===== src/rtl/sfr_pkg.sv =====
// Shared types, codes and constants of the serial frame receiver.
package sfr_pkg;

  localparam int MAX_FRAME_LEN_DEF = 32;
  localparam int CFG_IDX_W         = 2;
  localparam int CFG_DATA_W        = 16;
  localparam int LEN_W             = 7;
  localparam int IDX_OUT_W         = 6;
  localparam int SILENCE_W         = 17;

  localparam logic [LEN_W-1:0]     MIN_LEN_FLOOR = 7'd4;
  localparam logic [SILENCE_W-1:0] SILENCE_MAX   = 17'h1FFFF;

  localparam logic [7:0]  HEADER_RST    = 8'h42;
  localparam logic [6:0]  MIN_LEN_RST   = 7'd4;
  localparam logic [7:0]  CTRL_ADDR_RST = 8'd1;
  localparam logic [15:0] TIMEOUT_RST   = 16'd3000;

  localparam logic [CFG_IDX_W-1:0] REG_HEADER    = 2'd0;
  localparam logic [CFG_IDX_W-1:0] REG_MIN_LEN   = 2'd1;
  localparam logic [CFG_IDX_W-1:0] REG_CTRL_ADDR = 2'd2;
  localparam logic [CFG_IDX_W-1:0] REG_TIMEOUT   = 2'd3;

  localparam logic ACT_BYTE = 1'b0;
  localparam logic ACT_TICK = 1'b1;

  localparam logic [1:0] EV_GOOD      = 2'd0;
  localparam logic [1:0] EV_CSUM_ERR  = 2'd1;
  localparam logic [1:0] EV_LINK_LOST = 2'd2;

  typedef enum logic {
    ST_IDLE,
    ST_EMIT
  } state_t;

  typedef struct packed {
    logic [7:0]  header_byte;
    logic [6:0]  min_frame_len;
    logic [7:0]  control_address;
    logic [15:0] link_timeout;
  } cfg_t;

  typedef struct packed {
    logic       action;
    logic [7:0] rx_byte;
  } in_item_t;

  typedef struct packed {
    logic [1:0]  event_res;
    logic [7:0]  frame_byte;
    logic [5:0]  byte_index;
    logic        last;
    logic [7:0]  address;
    logic [6:0]  frame_length;
    logic        is_control;
    logic [31:0] speed_bits;
    logic [15:0] servo_value;
    logic        connected;
  } out_item_t;

endpackage


===== src/rtl/sfr_cfg_regs.sv =====
// Configuration register file of the serial frame receiver.
module sfr_cfg_regs
  import sfr_pkg::*;
(
  input  logic                  clk,
  input  logic                  rst,
  input  logic                  cfg_we,
  input  logic [CFG_IDX_W-1:0]  cfg_addr,
  input  logic [CFG_DATA_W-1:0] cfg_wdata,
  output cfg_t                  cfg
);

  always_ff @(posedge clk) begin
    if (rst) begin
      cfg.header_byte     <= HEADER_RST;
      cfg.min_frame_len   <= MIN_LEN_RST;
      cfg.control_address <= CTRL_ADDR_RST;
      cfg.link_timeout    <= TIMEOUT_RST;
    end else if (cfg_we) begin
      case (cfg_addr)
        REG_HEADER:    cfg.header_byte     <= cfg_wdata[7:0];
        REG_MIN_LEN:   cfg.min_frame_len   <= cfg_wdata[6:0];
        REG_CTRL_ADDR: cfg.control_address <= cfg_wdata[7:0];
        REG_TIMEOUT:   cfg.link_timeout    <= cfg_wdata[15:0];
        default: ;
      endcase
    end
  end

endmodule


===== src/rtl/serial_frame_receiver_with_link_watchdog.sv =====
// Top level: frame parser with byte store, checksum, emission and link watchdog.
//
//   channel  | signals                     | moves
//   ---------+-----------------------------+------------------------------------
//   in       | in_valid, in_ready, in_data | one byte or tick request per beat
//   out      | out_valid, out_ready, out_data | one result item per beat
//   cfg      | cfg_we, cfg_addr, cfg_wdata | register write, no wait
//
// A byte or tick is taken whenever the receiver is idle and the output register is free.
// A good frame of length L then reads the frame store through its single read port,
// one byte per cycle unless the output stalls; no request is taken until all L are sent.
// Synchronous reset clears control state; the frame store needs no clearing pass.
// A stalled output holds the result and blocks new requests.
module serial_frame_receiver_with_link_watchdog
  import sfr_pkg::*;
#(
  parameter int MAX_FRAME_LEN = MAX_FRAME_LEN_DEF
) (
  input  logic                  clk,
  input  logic                  rst,
  input  logic                  in_valid,
  output logic                  in_ready,
  input  in_item_t              in_data,
  output logic                  out_valid,
  input  logic                  out_ready,
  output out_item_t             out_data,
  input  logic                  cfg_we,
  input  logic [CFG_IDX_W-1:0]  cfg_addr,
  input  logic [CFG_DATA_W-1:0] cfg_wdata
);

  localparam int AW = $clog2(MAX_FRAME_LEN);
  localparam logic [7:0] MAX_LEN_B = 8'(MAX_FRAME_LEN);

  cfg_t cfg;

  sfr_cfg_regs u_cfg (
    .clk       (clk),
    .rst       (rst),
    .cfg_we    (cfg_we),
    .cfg_addr  (cfg_addr),
    .cfg_wdata (cfg_wdata),
    .cfg       (cfg)
  );

  state_t                 state;
  state_t                 state_next;
  logic                   in_frame;
  logic [LEN_W-1:0]       wr_idx;
  logic [LEN_W-1:0]       len_q;
  logic [7:0]             addr_q;
  logic [7:0]             sum_q;
  logic [31:0]            speed_q;
  logic [15:0]            servo_q;
  logic                   ctl_q;
  logic                   link_up;
  logic [SILENCE_W-1:0]   silence;
  logic [AW-1:0]          rd_idx;
  logic                   pend;
  logic [7:0]             rd_data;
  logic [7:0]             mem [MAX_FRAME_LEN];

  logic                   accept;
  logic                   out_free;
  logic [7:0]             b;
  logic                   is_byte;
  logic                   hdr_hit;
  logic                   len_bad;
  logic                   done;
  logic                   sum_ok;
  logic                   good_done;
  logic                   ctl_now;
  logic                   mem_we;
  logic [AW-1:0]          mem_waddr;
  logic [SILENCE_W-1:0]   silence_inc;
  logic                   lost;
  logic                   emit_take;
  logic                   emit_last;
  logic                   rd_en;
  logic [AW-1:0]          rd_addr;
  logic                   lost_load;
  logic                   err_load;
  out_item_t              lost_item;
  out_item_t              err_item;
  out_item_t              good_item;

  assign out_free    = !out_valid || out_ready;
  assign accept      = in_valid && in_ready;
  assign b           = in_data.rx_byte;
  assign is_byte     = (in_data.action == ACT_BYTE);
  assign hdr_hit     = !in_frame && (b == cfg.header_byte);
  assign len_bad     = (b > MAX_LEN_B) || (b < {1'b0, cfg.min_frame_len})
                       || (b < {1'b0, MIN_LEN_FLOOR});
  assign done        = in_frame && (wr_idx >= 7'd3) && ((wr_idx + 7'd1) == len_q);
  assign sum_ok      = (sum_q == b);
  assign good_done   = accept && is_byte && done && sum_ok;
  assign ctl_now     = (addr_q == cfg.control_address);
  assign mem_we      = accept && is_byte && (in_frame || hdr_hit);
  assign mem_waddr   = in_frame ? wr_idx[AW-1:0] : '0;
  assign silence_inc = (silence == SILENCE_MAX) ? silence : silence + 1'b1;
  assign lost        = silence_inc > {1'b0, cfg.link_timeout};
  assign lost_load   = accept && !is_byte && link_up && lost;
  assign err_load    = accept && is_byte && done && !sum_ok;

  assign emit_take = (state == ST_EMIT) && pend && out_free;
  assign emit_last = (LEN_W'(rd_idx) == (len_q - 7'd1));
  assign rd_en     = (state == ST_EMIT) && (!pend || (emit_take && !emit_last));
  assign rd_addr   = pend ? rd_idx + 1'b1 : rd_idx;

  always_comb begin
    lost_item              = '0;
    lost_item.event_res    = EV_LINK_LOST;
    lost_item.last         = 1'b1;
    err_item               = '0;
    err_item.event_res     = EV_CSUM_ERR;
    err_item.last          = 1'b1;
    err_item.address       = addr_q;
    err_item.frame_length  = len_q;
    err_item.is_control    = ctl_now;
    err_item.connected     = link_up;
    good_item.event_res    = EV_GOOD;
    good_item.frame_byte   = rd_data;
    good_item.byte_index   = IDX_OUT_W'(rd_idx);
    good_item.last         = emit_last;
    good_item.address      = addr_q;
    good_item.frame_length = len_q;
    good_item.is_control   = ctl_q;
    good_item.speed_bits   = ctl_q ? speed_q : '0;
    good_item.servo_value  = ctl_q ? servo_q : '0;
    good_item.connected    = 1'b1;
  end

  always_ff @(posedge clk) begin
    if (rst) begin
      state <= ST_IDLE;
    end else begin
      state <= state_next;
    end
  end

  always_comb begin
    state_next = state;
    in_ready   = 1'b0;
    case (state)
      ST_IDLE: begin
        in_ready = out_free;
        if (good_done) begin
          state_next = ST_EMIT;
        end
      end
      ST_EMIT: begin
        if (emit_take && emit_last) begin
          state_next = ST_IDLE;
        end
      end
      default: state_next = ST_IDLE;
    endcase
  end

  always_ff @(posedge clk) begin
    if (mem_we) begin
      mem[mem_waddr] <= b;
    end
    if (rd_en) begin
      rd_data <= mem[rd_addr];
    end
  end

  always_ff @(posedge clk) begin
    if (rst) begin
      out_valid <= 1'b0;
    end else begin
      if (lost_load || err_load || emit_take) begin
        out_valid <= 1'b1;
      end else if (out_ready) begin
        out_valid <= 1'b0;
      end
      if (lost_load) begin
        out_data <= lost_item;
      end else if (err_load) begin
        out_data <= err_item;
      end else if (emit_take) begin
        out_data <= good_item;
      end
    end
  end

  always_ff @(posedge clk) begin
    if (rst) begin
      in_frame  <= 1'b0;
      wr_idx    <= '0;
      link_up   <= 1'b0;
      silence   <= '0;
      pend      <= 1'b0;
    end else begin
      if (accept && !is_byte) begin
        if (link_up) begin
          silence <= silence_inc;
          if (lost) begin
            link_up <= 1'b0;
          end
        end
      end else if (accept) begin
        if (!in_frame) begin
          if (hdr_hit) begin
            in_frame <= 1'b1;
            wr_idx   <= 7'd1;
            sum_q    <= b;
            speed_q  <= '0;
            servo_q  <= '0;
          end
        end else if (wr_idx == 7'd1) begin
          addr_q <= b;
          sum_q  <= sum_q + b;
          wr_idx <= 7'd2;
        end else if (wr_idx == 7'd2) begin
          if (len_bad) begin
            in_frame <= 1'b0;
            wr_idx   <= '0;
          end else begin
            len_q  <= b[LEN_W-1:0];
            sum_q  <= sum_q + b;
            wr_idx <= 7'd3;
          end
        end else begin
          case (wr_idx)
            7'd3: speed_q[7:0]   <= b;
            7'd4: speed_q[15:8]  <= b;
            7'd5: speed_q[23:16] <= b;
            7'd6: speed_q[31:24] <= b;
            7'd7: servo_q[7:0]   <= b;
            7'd8: servo_q[15:8]  <= b;
            default: ;
          endcase
          if (done) begin
            in_frame <= 1'b0;
            wr_idx   <= '0;
            ctl_q    <= ctl_now;
            rd_idx   <= '0;
            pend     <= 1'b0;
            if (sum_ok) begin
              link_up <= 1'b1;
              silence <= '0;
            end
          end else begin
            sum_q  <= sum_q + b;
            wr_idx <= wr_idx + 7'd1;
          end
        end
      end

      if (state == ST_EMIT) begin
        if (!pend) begin
          pend <= 1'b1;
        end else if (emit_take) begin
          if (emit_last) begin
            pend <= 1'b0;
          end else begin
            rd_idx <= rd_idx + 1'b1;
          end
        end
      end
    end
  end

  a_lost_drops_link: assert property (@(posedge clk) disable iff (rst)
    (out_valid && out_data.event_res == EV_LINK_LOST) |-> !link_up)
    else $error("link lost item while link still up");

  a_good_needs_link: assert property (@(posedge clk) disable iff (rst)
    (out_valid && out_data.event_res == EV_GOOD) |-> link_up)
    else $error("frame byte item while link down");

  a_last_index: assert property (@(posedge clk) disable iff (rst)
    (out_valid && out_data.event_res == EV_GOOD && out_data.last)
      |-> (out_data.byte_index == IDX_OUT_W'(out_data.frame_length - 7'd1)))
    else $error("last frame byte at wrong offset");

  a_no_request_in_emit: assert property (@(posedge clk) disable iff (rst)
    (state == ST_EMIT) |=> (!$past(accept)))
    else $error("request taken during emission");

endmodule


===== config.mk =====
export PLATFORM = sky130hd
export DESIGN_NAME = serial_frame_receiver_with_link_watchdog
export DESIGN_NICKNAME = d
export VERILOG_FILES = /design/src/rtl/sfr_pkg.sv /design/src/rtl/sfr_cfg_regs.sv /design/src/rtl/serial_frame_receiver_with_link_watchdog.sv
export SDC_FILE = /design/constraint.sdc
export NUM_CORES = 1
export LEC_CHECK = 0
export BUFFER_PORTS_ARGS = -buffer_cell sky130_fd_sc_hd__buf_2
export CAP_MARGIN = 20
export CORE_UTILIZATION = 60
export CTS_BUF_LIST = sky130_fd_sc_hd__clkbuf_4
export CTS_CLUSTER_DIAMETER = 50
export DETAILED_ROUTE_END_ITERATION = 8
export MAX_ROUTING_LAYER = met4
export PLACE_DENSITY = 0.76
export SLEW_MARGIN = 20
export SYNTH_ARGS = -nofsm -noshare
export SYNTH_HDL_FRONTEND = slang
export SYNTH_HIERARCHICAL = 1
export SYNTH_SLANG_ARGS = --single-unit

===== constraint.sdc =====
create_clock -name clk -period 16.6 [get_ports clk]
set_input_delay 3.32 -clock clk [delete_from_list [all_inputs] [get_ports clk]]
set_output_delay 3.32 -clock clk [all_outputs]
set_load 0.1 [all_outputs]

==> flow_summary.json <==
{
  "antenna_found_initial": 1,
  "yosysSeqAreaShare_pct": 66.5,
  "route.detailed.drc": 0,
  "clkLatencyLatePin_ns": 0.81,
  "avgSynthCellArea_um2": 15.4,
  "drive_gt1_share_pct": 25.5,
  "critical-path-slowest-cell": "buf_2",
  "synth_ff_type": "edfxtp_1",
  "critPathMostFrequentCell": "buf_2",
  "dr.pass1.iters": 5,
  "synth_fp_nets": 1443,
  "power_mw": 2.39,
  "dp_hpwl_um": 28300,
  "multi_input_area_mm2": 0.00660,
  "crit_start": "out_ready",
  "grt_max_degree": 92,
  "timing_hold_violations_final": 0,
  "grt-ovfl-total": 0,
  "rsz0062_at_grt": "false",
  "gp_congestion": 0.926,
  "cts-root-buf": "clkbuf_4",
  "clkSinkCount": 490,
  "path_cells": "buf_2 > nor2b_1 > nor2_1 > buf_2",
  "fmax_ghz": 0.138,
  "dieArea_mm2": 0.0359,
  "max_slew.worst_pin.slew_ns": 1.05,
  "status": "complete, no violations",
  "post_drt_wl_per_cell_um": 21.5,
  "htree_levels": 3,
  "setup_tns_ns": 0,
  "clock_path_buffers": 3,
  "synth_edf_count": 422,
  "rows": 68,
  "post_cts_resized": 0,
  "via_per_inst": 6.02,
  "cts_inserted_buffers": 116,
  "grt_pass1_wl_um": 69700,
  "ant_nets": 0,
  "ir_drop_uv": 68.0,
  "timing.final.crit_share_pct": 43.8,
  "end_kind": "primary output",
  "hold_path.class": "flop to flop",
  "grt_pass1_vias": 12418,
  "wl_um": 45000,
  "num-fill-cells": 2406,
  "power.density_mw_per_mm2": 102,
  "critPathTopFamily": "buffers and inverters",
  "ios": 116,
  "slew_violations": 0,
  "min_from": "u_cfg/cfg[14]",
  "drt_iter0_markers": 1244,
  "port_buffers": 114,
  "synth_area_mm2": 0.0211,
  "placed_cell_area_mm2": 0.0221,
  "final_nets": 1625,
  "power.leakage_nw": 7.99,
  "regArea_mm2": 0.0140,
  "setup_viol": 0,
  "worstSetupStartpointType": "primary input",
  "initial_core_util_pct": 61.1,
  "holdBufCountCts": 0,
  "slowest_delay_ns": 0.43,
  "crit_fanout": 2,
  "die_w_um": 189,
  "grt_util_all_layers_pct": 26.6,
  "path_depth": 4,
  "synth_seq_cells": 490,
  "postCtsSetupBuffers": 0,
  "ff2ff_path_depth": 14,
  "drv_cap": 0,
  "design_area_mm2": 0.0235,
  "area_growth_pct": 11.6,
  "cp.arrival_ns": 3.95,
  "yosysWarnings": 6,
  "r2r-start": "silence[0]",
  "ys_async_sr_fraction_pct": 0,
  "post-route-min-period_ns": 7.27,
  "core-area_mm2": 0.0345,
  "critPathRequiredTime_ns": 13.28,
  "fin_ws_ns": 9.33,
  "pre_cts_slack_ns": 9.33,
  "ys_types": 77,
  "critPathKind": "primary input to primary output",
  "cts_tree": "built",
  "worst-path-buf-inv": 2,
  "syn_inst": 1374,
  "clk_pin_slew_worst_paths_ns": 0.07,
  "clock_skew_ns": 0.0439,
  "vias": 12627,
  "whs_path_depth": 2,
  "relSlewSlack_pct": 29.7,
  "die_h_um": 189
}
## layer usage
layer  vias up  global-route usage (%)  part of all wire [%]
met1      6227                    36.6                    43
met4         0                    9.96                   2.3
met5         -                       -                     0
li1       5736                       -                     -
met2       581                    39.9                    48
met3        83                    4.73                   7.2
## cells by family (layout without fill, tap and decap cells)
family,Yosys count,in the layout,share of synthesized area [%]
other,1,2,0.0178
DFF,490,490,66.5
muxes,132,132,11.1
xor gates and xnor gates,53,53,2.29
adders and majority gates,37,37,2.23
buffers and inverters,110,376,2.40
and+or+nand+nor,418,418,11.0
AOI/OAI and AO/OA,133,133,4.45
## metrics by stage
stage,hold slack (ns),utilization (%),std cells
after floorplan,0.444,-,1374
after global placement,0.457,63.9,1892
after detailed placement,0.465,63.9,1892
after CTS,0.478,68.0,2094
after global routing,0.491,68.1,2096
final,0.472,68.1,2096
## Yosys cell counts (26+ instances only)
library cell / n / area, um^2
mux2i_1: 43 / 430
a21oi_1: 31 / 155
nand2b_1: 51 / 319
mux4_2: 80 / 1800
clkbuf_1: 27 / 101
xnor2_1: 35 / 307
buf_2: 26 / 130
ha_1: 36 / 450
nor2_1: 90 / 338
inv_1: 38 / 143
nand2_1: 69 / 259
dfxtp_1: 68 / 1360
nor3b_1: 65 / 488
edfxtp_1: 422 / 12700
## area by class of cell
cell class | count | share of cell area (%)
multi-input cells | 774 | 28.0
clock inverters | 41 | 0.968
repair buffers | 134 | 3.15
diodes | 1 | 0.0106
inverters | 40 | 0.638
well taps | 455 | 2.42
flip-flops and latches | 490 | 59.6
clock buffers | 161 | 5.14
## flip-flops by register name, summed over array words and instances, names as in the netlist, 5 cells and up
register and flops:
rd_idx 5, wr_idx 7, servo_q 16, out_data 81, len_q 7, mem 256
rd_data 8, addr_q 8, silence 17, sum_q 8, speed_q 32, u_cfg/cfg 39
## cells in the final DEF (no fill, tap or decap), types with 43 or more instances in the layout
master | netlist | final
mux4_2 | 80 | 80
nand2b_1 | 51 | 51
nor2_1 | 90 | 89
dfxtp_1 | 68 | 68
buf_2 | 26 | 114
clkbuf_4 | 0 | 161
nor3b_1 | 65 | 65
edfxtp_1 | 422 | 422
nand2_1 | 69 | 69
mux2i_1 | 43 | 43
## power by group
part | switching [mW] | leakage (nW) | internal, mW
clock network | 0.467 | 0.859 | 0.479
logic | 0.0601 | 2.94 | 0.0430
registers | 0.00554 | 4.20 | 1.33
## worst register-to-register path: cells and delay by family, from the launching register on
kind | cells | cell delay (ns)
and+or+nand+nor | 7 | 1.66
AOI/OAI and AO/OA | 3 | 0.84
buffers and inverters | 1 | 0.72
DFF | 1 | 0.36
adders and majority gates | 2 | 0.54
xor gates and xnor gates | 1 | 0.22
## worst paths after layout
check                  end  slack [ns]
max               in_ready        9.33
min          u_cfg/cfg[14]        0.47
max reg2reg   out_data[79]       11.77
min reg2reg  u_cfg/cfg[14]        0.47
Note: power is estimated with default switching activity, not from simulation.
